**config.mk**
```make
export PLATFORM = sky130hd
export DESIGN_NAME = keyed_pending_flag_table
export DESIGN_NICKNAME = d
export VERILOG_FILES = /design/src/hdl/kpft_pkg.sv /design/src/hdl/kpft_scan.sv /design/src/hdl/keyed_pending_flag_table.sv
export SDC_FILE = /design/constraint.sdc
export NUM_CORES = 2
export LEC_CHECK = 0
export BUFFER_PORTS_ARGS = -buffer_cell sky130_fd_sc_hd__buf_2
export CAP_MARGIN = 10
export CORE_MARGIN = 3
export CORE_UTILIZATION = 50
export CTS_BUF_LIST = sky130_fd_sc_hd__clkbuf_2 sky130_fd_sc_hd__clkbuf_4 sky130_fd_sc_hd__clkbuf_8
export DETAILED_ROUTE_END_ITERATION = 7
export PLACE_DENSITY = 0.71
export SKIP_CTS_REPAIR_TIMING = 1
export SLEW_MARGIN = 10
export SYNTH_ARGS = -nofsm -noshare
export SYNTH_HDL_FRONTEND = slang
export SYNTH_SLANG_ARGS = --single-unit
```
**constraint.sdc**
```tcl
create_clock -name i_clk -period 8.5 [get_ports i_clk]
set_input_delay 1.275 -clock i_clk [delete_from_list [all_inputs] [get_ports i_clk]]
set_output_delay 1.275 -clock i_clk [all_outputs]
set_load 0.03 [all_outputs]
```
**src/hdl/kpft_pkg.sv**
```systemverilog
// package with shared types and constants for the keyed pending flag table
`timescale 1ns / 1ps
package kpft_pkg;

    localparam int KPFT_TABLE_DEPTH = 64;
    localparam int KPFT_CORE_COUNT  = 64;
    localparam int KEY_W            = 64;
    localparam int CORE_W           = 6;
    localparam int MODE_W           = 3;

    typedef enum logic [MODE_W-1:0] {
        MODE_INSERT = 3'd0,
        MODE_REMOVE = 3'd1,
        MODE_QUERY  = 3'd2,
        MODE_RAISE  = 3'd3,
        MODE_TAKE   = 3'd4
    } t_mode;

    typedef enum logic [1:0] {
        ST_IDLE,
        ST_SCAN,
        ST_FRD,
        ST_EXEC
    } t_state;

    typedef struct packed {
        logic set;
        logic clr;
    } t_key_cmd;

    typedef struct packed {
        logic done;
        logic hit;
        logic free_ok;
    } t_scan_res;

endpackage

```
**src/hdl/kpft_scan.sv**
```systemverilog
// key store with valid bits and a serial match and free-slot scan
`timescale 1ns / 1ps
module kpft_scan import kpft_pkg::*; #(
    parameter int TABLE_DEPTH = KPFT_TABLE_DEPTH
) (
    input  logic                                        i_clk,
    input  logic                                        i_rst_n,
    input  logic                                        i_start,
    input  logic [KEY_W-1:0]                            i_key,
    input  t_key_cmd                                    i_cmd,
    input  logic [(TABLE_DEPTH > 1 ? $clog2(TABLE_DEPTH) : 1)-1:0] i_wr_idx,
    output t_scan_res                                   o_res,
    output logic [(TABLE_DEPTH > 1 ? $clog2(TABLE_DEPTH) : 1)-1:0] o_hit_idx,
    output logic [(TABLE_DEPTH > 1 ? $clog2(TABLE_DEPTH) : 1)-1:0] o_free_idx
);

    localparam int IW = (TABLE_DEPTH > 1) ? $clog2(TABLE_DEPTH) : 1;
    localparam logic [IW-1:0] LAST_IDX = IW'(TABLE_DEPTH - 1);

    logic [KEY_W-1:0]       r_key_mem [TABLE_DEPTH];
    logic [TABLE_DEPTH-1:0] r_valid;

    logic             r_busy;
    logic [IW-1:0]    r_idx;
    logic             r_cmp;
    logic             r_cmp_last;
    logic [IW-1:0]    r_cmp_idx;
    logic [KEY_W-1:0] r_rd_key;
    logic             r_rd_vld;
    logic             r_done;
    logic             r_hit;
    logic             r_free_ok;
    logic [IW-1:0]    r_hit_idx;
    logic [IW-1:0]    r_free_idx;
    logic             match;

    // key memory: one write port, one registered read port on the scan index
    always_ff @(posedge i_clk) begin
        if (i_cmd.set) begin
            r_key_mem[i_wr_idx] <= i_key;
        end
        r_rd_key <= r_key_mem[r_idx];
    end

    always_ff @(posedge i_clk) begin
        if (!i_rst_n) begin
            r_valid <= '0;
        end else if (i_cmd.set) begin
            r_valid[i_wr_idx] <= 1'b1;
        end else if (i_cmd.clr) begin
            r_valid[i_wr_idx] <= 1'b0;
        end
    end

    always_ff @(posedge i_clk) begin
        r_rd_vld  <= r_valid[r_idx];
        r_cmp_idx <= r_idx;
    end

    always_ff @(posedge i_clk) begin
        if (!i_rst_n) begin
            r_busy     <= 1'b0;
            r_idx      <= '0;
            r_cmp      <= 1'b0;
            r_cmp_last <= 1'b0;
            r_done     <= 1'b0;
        end else begin
            r_cmp      <= r_busy;
            r_cmp_last <= r_busy && (r_idx == LAST_IDX);
            r_done     <= r_cmp && r_cmp_last;
            if (i_start) begin
                r_busy <= 1'b1;
                r_idx  <= '0;
            end else if (r_busy) begin
                if (r_idx == LAST_IDX) begin
                    r_busy <= 1'b0;
                end else begin
                    r_idx <= r_idx + 1'b1;
                end
            end
        end
    end

    assign match = r_cmp && r_rd_vld && (r_rd_key == i_key) && (i_key != '0);

    always_ff @(posedge i_clk) begin
        if (!i_rst_n) begin
            r_hit     <= 1'b0;
            r_free_ok <= 1'b0;
        end else if (i_start) begin
            r_hit     <= 1'b0;
            r_free_ok <= 1'b0;
        end else begin
            if (match && !r_hit) begin
                r_hit <= 1'b1;
            end
            if (r_cmp && !r_rd_vld && !r_free_ok) begin
                r_free_ok <= 1'b1;
            end
        end
    end

    always_ff @(posedge i_clk) begin
        if (match && !r_hit) begin
            r_hit_idx <= r_cmp_idx;
        end
        if (r_cmp && !r_rd_vld && !r_free_ok) begin
            r_free_idx <= r_cmp_idx;
        end
    end

    assign o_res.done    = r_done;
    assign o_res.hit     = r_hit;
    assign o_res.free_ok = r_free_ok;
    assign o_hit_idx     = r_hit_idx;
    assign o_free_idx    = r_free_idx;

endmodule

```
**src/hdl/keyed_pending_flag_table.sv**
```systemverilog
// top level of the keyed pending flag table
//
//  channel | valid      | stall       | payload
//  --------+------------+-------------+------------------------------
//  in      | i_in_valid | o_in_stall  | i_mode, i_key, i_core
//  out     | o_out_valid| i_out_stall | o_found, o_pending, o_dropped
//  config  | i_cfg_we   | -           | i_cfg_wdata (insert enable)
//
// a transaction is a serial key scan: it reads one slot per cycle from the single
// read port of the key memory
// o_in_stall is high from the accepting edge until the result is loaded
// the result register holds a result while a new transaction is accepted
// synchronous active-low reset clears valid bits and control, no clearing pass
`timescale 1ns / 1ps
module keyed_pending_flag_table import kpft_pkg::*; #(
    parameter int TABLE_DEPTH = KPFT_TABLE_DEPTH,
    parameter int CORE_COUNT  = KPFT_CORE_COUNT
) (
    input  logic              i_clk,
    input  logic              i_rst_n,
    input  logic              i_cfg_we,
    input  logic              i_cfg_wdata,
    input  logic              i_in_valid,
    output logic              o_in_stall,
    input  logic [MODE_W-1:0] i_mode,
    input  logic [KEY_W-1:0]  i_key,
    input  logic [CORE_W-1:0] i_core,
    output logic              o_out_valid,
    input  logic              i_out_stall,
    output logic              o_found,
    output logic              o_pending,
    output logic              o_dropped
);

    localparam int IW = (TABLE_DEPTH > 1) ? $clog2(TABLE_DEPTH) : 1;

    t_state r_state, n_state;

    logic                  r_ins_en;
    logic [MODE_W-1:0]     r_mode;
    logic [KEY_W-1:0]      r_key;
    logic [CORE_W-1:0]     r_core;
    logic [CORE_COUNT-1:0] r_flag_mem [TABLE_DEPTH];
    logic [CORE_COUNT-1:0] r_flag_rd;
    logic                  r_out_valid;
    logic                  r_found, r_pending, r_dropped;

    t_scan_res             scan_res;
    logic [IW-1:0]         hit_idx, free_idx, wr_idx;
    t_key_cmd              key_cmd;
    logic                  accept, start, fire, out_free;
    logic                  flag_we;
    logic [CORE_COUNT-1:0] flag_wdata, core_mask;
    logic [IW-1:0]         flag_widx;
    logic                  core_ok;
    logic                  res_found, res_pending, res_dropped;

    kpft_scan #(
        .TABLE_DEPTH(TABLE_DEPTH)
    ) u_scan (
        .i_clk     (i_clk),
        .i_rst_n   (i_rst_n),
        .i_start   (start),
        .i_key     (r_key),
        .i_cmd     (key_cmd),
        .i_wr_idx  (wr_idx),
        .o_res     (scan_res),
        .o_hit_idx (hit_idx),
        .o_free_idx(free_idx)
    );

    assign accept   = i_in_valid && !o_in_stall;
    assign out_free = !r_out_valid || !i_out_stall;

    always_comb begin
        for (int j = 0; j < CORE_COUNT; j++) begin
            core_mask[j] = (r_core == CORE_W'(j));
        end
    end
    assign core_ok = |core_mask;

    always_comb begin
        n_state = r_state;
        unique case (r_state)
            ST_IDLE: begin
                if (accept) n_state = ST_SCAN;
            end
            ST_SCAN: begin
                if (scan_res.done) n_state = ST_FRD;
            end
            ST_FRD: begin
                n_state = ST_EXEC;
            end
            ST_EXEC: begin
                if (out_free) n_state = ST_IDLE;
            end
            default: n_state = ST_IDLE;
        endcase
    end

    always_comb begin
        o_in_stall  = (r_state != ST_IDLE);
        start       = (r_state == ST_IDLE) && i_in_valid;
        fire        = (r_state == ST_EXEC) && out_free;
        key_cmd     = '0;
        wr_idx      = hit_idx;
        flag_we     = 1'b0;
        flag_widx   = hit_idx;
        flag_wdata  = r_flag_rd;
        res_found   = 1'b0;
        res_pending = 1'b0;
        res_dropped = 1'b0;
        unique case (t_mode'(r_mode))
            MODE_INSERT: begin
                res_found = scan_res.hit;
                if (r_ins_en && (r_key != '0) && !scan_res.hit) begin
                    if (scan_res.free_ok) begin
                        key_cmd.set = fire;
                        wr_idx      = free_idx;
                        flag_we     = fire;
                        flag_widx   = free_idx;
                        flag_wdata  = '0;
                    end else begin
                        res_dropped = 1'b1;
                    end
                end
            end
            MODE_REMOVE: begin
                res_found   = scan_res.hit;
                key_cmd.clr = fire && scan_res.hit;
            end
            MODE_QUERY: begin
                res_found = scan_res.hit;
            end
            MODE_RAISE: begin
                res_found = scan_res.hit;
                if (scan_res.hit && core_ok) begin
                    flag_we     = fire;
                    flag_wdata  = r_flag_rd | core_mask;
                    res_pending = 1'b1;
                end
            end
            MODE_TAKE: begin
                res_found = scan_res.hit;
                if (scan_res.hit && core_ok) begin
                    flag_we    = fire;
                    flag_wdata = r_flag_rd & ~core_mask;
                end
            end
            default: begin
                res_found = 1'b0;
            end
        endcase
    end

    always_ff @(posedge i_clk) begin
        if (!i_rst_n) begin
            r_state <= ST_IDLE;
        end else begin
            r_state <= n_state;
        end
    end

    always_ff @(posedge i_clk) begin
        if (!i_rst_n) begin
            r_ins_en <= 1'b1;
        end else if (i_cfg_we) begin
            r_ins_en <= i_cfg_wdata;
        end
    end

    always_ff @(posedge i_clk) begin
        if (accept) begin
            r_mode <= i_mode;
            r_key  <= i_key;
            r_core <= i_core;
        end
    end

    // flag memory: one write port, one registered read port on the hit slot
    always_ff @(posedge i_clk) begin
        if (flag_we) begin
            r_flag_mem[flag_widx] <= flag_wdata;
        end
        r_flag_rd <= r_flag_mem[hit_idx];
    end

    always_ff @(posedge i_clk) begin
        if (!i_rst_n) begin
            r_out_valid <= 1'b0;
        end else if (fire) begin
            r_out_valid <= 1'b1;
        end else if (!i_out_stall) begin
            r_out_valid <= 1'b0;
        end
    end

    always_ff @(posedge i_clk) begin
        if (fire) begin
            r_found   <= res_found;
            r_pending <= res_pending;
            r_dropped <= res_dropped;
        end
    end

    assign o_out_valid = r_out_valid;
    assign o_found     = r_found;
    assign o_pending   = r_pending;
    assign o_dropped   = r_dropped;

endmodule

```
; After elaboration in Yosys (flattened, before gate mapping)
; Memory sizes are Yosys's and may differ from the RTL's. A register that Yosys moved wholly into a read port is not among the register bits.
; Cells that the tools add are included.
[word_totals]
reg_bits = 175
ramBits = 4096
inputBits = 79
out_inout_bits = 5
wordCells = 168
mem_count = 1
[op_classes]
n_addsub = 1
magnitude_cmp = 3
eq_ne = 76
muxes = 26
bitwise = 5
reduce_logical = 35
[mem_list]
columns = name, words, width, rd, rd_ports_with_merged_regs, wr, line
row1 = u_scan.r_key_mem, 64, 64, 1, 1, 1, kpft_scan.sv:20  ; logic [KEY_W-1:0] r_key_mem [TABLE_DEPTH];
[ops]
columns = op, count
row1 = $eq 6x6->1 const B, 33
row2 = $mux 64, 2
row3 = $eq 6x5->1 const B, 16
row4 = $and 64x64->64, 1
row5 = $eq 64x64->1, 1
row6 = $not 64->64, 1
row7 = $or 64x64->64, 1
row8 = $reduce_bool 64->1, 1
row9 = $reduce_or 64->1, 1
row10 = $eq 6x4->1 const B, 8
row11 = $eq 6x3->1 const B, 4
row12 = $mux 6, 3
row13 = $logic_and 1x1->1, 16
row14 = $mux 1, 15
row15 = $lt 6x7->1 const B, 2
row16 = $eq 6x2->1 const B, 2
row17 = $pmux 2 s4, 1
row18 = $add 6x1->6 const B, 1
row19 = $bmux 1 s6, 1
row20 = $demux 1 s6, 1
row21 = $eq 3x2->1 const B, 2
row22 = $eq 6x1->1 const B, 1
row23 = $ge 6x1->1 const B, 1
row24 = $logic_not 1->1, 6
row25 = 17 further kinds, 25

; Logic depth before layout (Yosys ltp)
[logic_depth]
ltp_word = 13
ltp_mapped = 8

; By module
; A second synthesis with hierarchy kept.
[unflattened]
hier_cells = 7438
area_unflattened_um2 = 164511.5
[modules_own_cells]
columns = module, instances, cells_per_inst, area_each_um2, seq_area_each_um2
row1 = kpft_scan, 1, 7305, 161845.2, 126301.1
row2 = keyed_pending_flag_table, 1, 133, 2666.3, 2182.1

; Least setup slack after synthesis
; OpenSTA, ideal clock, no wires.
[synth_path]
kind = reg2reg
start = reg r_key[10]
end = mem u_scan.r_key_mem[61][0], enable pin
arrival_time_ns = 4.896
required_time_ns = 8.013
slack_ns = 3.117
path_stages_with_launch = 8
n_path_buf = 2
cell_sequence = edfxtp_1 > nor4_1 > nand4_1 > or4_1 > clkbuf_1 > nand3_1 > clkbuf_1 > nor2_1
[synth_via]
elab_chain_cells = 7
[synth_lines]
columns = element, line
row1 = start: declaration, keyed_pending_flag_table.sv:41  ; logic [KEY_W-1:0] r_key;
row2 = start signal: assignment, keyed_pending_flag_table.sv:175  ; r_key <= i_key;
row3 = $reduce_bool 64->1 *, keyed_pending_flag_table.sv:116  ; if (r_ins_en && (r_key != '0) && !scan_res.hit) begin
row4 = $logic_and 1x1->1 * (2 in series), keyed_pending_flag_table.sv:116
row5 = $mux 1, keyed_pending_flag_table.sv:116
row6 = $mux 1, keyed_pending_flag_table.sv:113  ; unique case (t_mode'(r_mode))
row7 = $mux 1, kpft_scan.sv:39  ; if (i_cmd.set) begin
row8 = $mux 1 (implied by the code), kpft_scan.sv:40  ; r_key_mem[i_wr_idx] <= i_key;
row9 = end: declaration, kpft_scan.sv:20
; Every way passes the cells marked *; elsewhere a longest branch is shown, timed or not.

; Worst setup path after layout
[layout_path]
start = reg r_key[24]
end = mem u_scan.r_key_mem[55][36], enable pin
; Same word-level chain as after synthesis.

==> results.py <==
metrics = {
    "timing": {
        "slew_headroom": 0.1022,
        "rsz0062_at_grt": "no",
        "finalCritPeriodShare": 0.7336,
        "setup_tns_ps": 0,
        "hold_viol": 0,
        "fmax_mhz": 160.4,
        "setup_viol": 0,
        "fin_crit_ps": 6235,
        "fin_worst_skew_ps": 100.8,
        "maxSlewViolCount": 0,
        "tightestPinTransition_ps": 1334,
    },
    "floorplan": {
        "start_util": 0.5038,
        "coreArea_um2": 321900,
        "rows": 208,
        "io_pins": 84,
        "die_height_um": 575.5,
        "die-width_um": 575.5,
        "die_area_um2": 331200,
    },
    "worst_setup_path": {
        "crit_fanout": 66,
        "crit_type": "reg2reg",
        "critPathRequiredTime_ps": 9270,
        "crit_path_frequent_cell": "buf_4",
        "crit_chain": "buf_4, nor4_1, nand4_1, or4_1, nand2_1, buf_4, nor2_4, buf_4, buf_4",
        "cpMaxStageDelayCell": "nor2_4",
        "cp-end-kind": "register",
        "r2r_slack_ps": 2260,
        "worstSetupStartpointType": "register",
        "critPathArrivalTime_ps": 7010,
        "critPathMaxStageDelay_ps": 820,
    },
    "min_path": {
        "hold_class": "in2reg",
    },
    "yosys": {
        "synthTopCellsByArea": "edfxtp_1, mux4_2, a22oi_1",
        "synth.top_cell.area_share": 0.7736,
        "synth_common_cells": "edfxtp_1, mux4_2, a22oi_1, a21oi_1, clkbuf_1",
        "yosysSeqAreaShare": 0.7922,
        "ys.flop_type": "edfxtp_1",
        "synth_warnings": 0,
        "syn-num-nets": 7152,
        "synth_enable_flop_cells": 4178,
        "synth_cells": 7067,
        "synth_most_common_cell": "edfxtp_1",
        "ys_types": 44,
        "avgSynthCellArea_um2": 22.95,
        "ys_ff_latch": 4329,
        "synth_area_um2": 162200,
        "synthArstFlopShare": 0,
        "synth_area_leader_cell": "edfxtp_1",
    },
    "clocking": {
        "cts_sinks": 4329,
        "htreeDepth": 6,
        "path_clk_slew_ps": 70,
        "clock_path_buffers": 4,
        "cts_root_buf": "clkbuf_8",
        "cts_tree": "done",
        "clock_latency_ps": 1210,
        "numCtsBuffers": 660,
    },
    "global_route": {
        "first_global_vias": 82740,
        "grt.overflow.total": 0,
        "grt_pass1_wl_mm": 617.9,
        "grt_usage": 0.2625,
        "antenna_found_initial": 25,
        "grt_max_degree": 128,
    },
    "power": {
        "switchingPower_mw": 11.45,
        "p_int_mw": 35.85,
        "p_per_area_nw_per_um2": 259.2,
        "power_frac_comb": 0.104,
        "power.total_mw": 47.30,
        "seq_power_share": 0.527,
        "pwr-share-clk": 0.369,
        "leakagePower_nw": 55.43,
        "switching_share": 0.2420,
        "ir_drop_mv": 0.1791,
    },
    "final_layout": {
        "final.fill_count": 22710,
        "multi_input_area_um2": 32370,
        "nets": 7745,
        "ff_latch_area_um2": 128500,
        "syn_to_final_growth_pct": 12.52,
        "final_area_um2": 182500,
        "utilization": 0.5669,
        "drive_above_1_share": 0.3083,
    },
    "routing": {
        "drc": 0,
        "drt-wirelength-per-cell_um": 35.05,
        "dr.first_iter.drc_count": 13280,
        "routed_wl_mm": 438.2,
        "ant_nets": 0,
        "viasPerCell": 6.580,
        "first_pass_iters": 6,
        "vias": 82260,
    },
    "place": {
        "port_buffers": 77,
        "post_dp_cell_area_um2": 169000,
        "hpwl_mm": 224.7,
        "gp_congestion": 0.8284,
    },
    "outcome": {
        "outcome": "finished clean",
    },
    "run": {
        "cap_violations": 0,
    },
}
routing by layer:
metal	up-vias	routed length [um]	track usage
li1	31750	-	-
met1	43460	159500	0.3638
met2	6050	202000	0.3952
met3	976	57850	0.07635
met4	20	18790	0.1077
met5	-	114	0
registers in the layout (all words and copies together), names as in the netlist, 2 cells and up, named ones only:
register	cells
u_scan.r_key_mem	4096
u_scan.r_idx	6
u_scan.o_hit_idx	6
u_scan.r_cmp_idx	6
u_scan.r_rd_key	64
u_scan.o_free_idx	6
r_mode	3
r_state	2
r_key	64
final timing paths:
check | startpoint | endpoint | depth (start not counted)
hold reg to reg | u_scan.r_cmp_idx[0]$_DFF_P_ | u_scan.o_free_idx[0]$_DFFE_PP_ | 0
setup / recovery | r_key[24]$_DFFE_PP_ | u_scan.r_key_mem[55][36]$_DFFE_PP_ | 9
setup reg to reg | r_key[24]$_DFFE_PP_ | u_scan.r_key_mem[55][36]$_DFFE_PP_ | 9
hold / removal | i_key[9] | r_key[9]$_DFFE_PP_ | 1
worst max-delay path, delay by kind of cell, from the launching register on:
family | cells | cell delay (ps)
AND/OR/NAND/NOR | 5 | 3010
buffers and inverters | 4 | 2290
flip-flops | 1 | 340
logic make-up after synthesis:
group / Yosys count / synth area share
xor+xnor: 69 / 0.003726
buf+inv: 411 / 0.01156
flops: 4329 / 0.7922
mux: 1043 / 0.1446
fa+ha+maj: 6 / 0.0004629
compound gates: 917 / 0.03741
simple gates: 292 / 0.01002
layout make-up:
class / instances / share of cell area
diodes: 6 / 0.00008228
clock buffers: 950 / 0.06308
clock inverters: 243 / 0.01076
inverters: 12 / 0.0002743
multi-input cells: 2327 / 0.1774
flip-flops and latches: 4329 / 0.7041
well taps: 4305 / 0.02952
repair buffers: 330 / 0.01478
per-stage QoR:
| stage | hold slack (ps) | setup slack (ps) | cells |
|---|---|---|---|
| finish | 239.2 | 2265 | 12500 |
| CTS | 127.9 | 2445 | 12500 |
| global route | 192.2 | 2292 | 12500 |
| detailed placement | 430.2 | 2490 | 11300 |
| global placement | 413.3 | 2654 | 11300 |
| floorplan | 329.0 | 3117 | 7067 |
placed cells by master (no fill, tap or decap), drive strengths merged, types with 3 or more instances in the layout:
cell type  synthesis  layout
buf              171     330
diode              0       6
nand2             32      32
nor2b              8       8
nand3             16      16
clkinv             0     182
o211ai            64      64
or4               67      67
nor3               8       8
bufinv             0      13
clkbuf           228     950
ha                 6       6
dfxtp            151     151
nand4             32      32
xnor2             63      63
inv               12      56
nor2              83      83
a21oi            262     262
o21ai             66      66
a22oi            520     520
xor2               6       6
edfxtp          4178    4178
mux2i              3       3
mux4            1040    1040
and2               3       3
nor4              23      23
clkinvlp           0       4
nand3b             5       5
power by group through the flow:
stage               combinational [mW]  clock, mW  sequential (mW)
floorplan                         2.75          0             26.0
global placement                  4.75          0             25.4
detailed placement                4.93          0             25.4
CTS                               4.93       17.6             24.9
global route                      5.25       18.6             24.9
finish                            4.92       17.4             24.9
(Power assumes the default switching activity.)
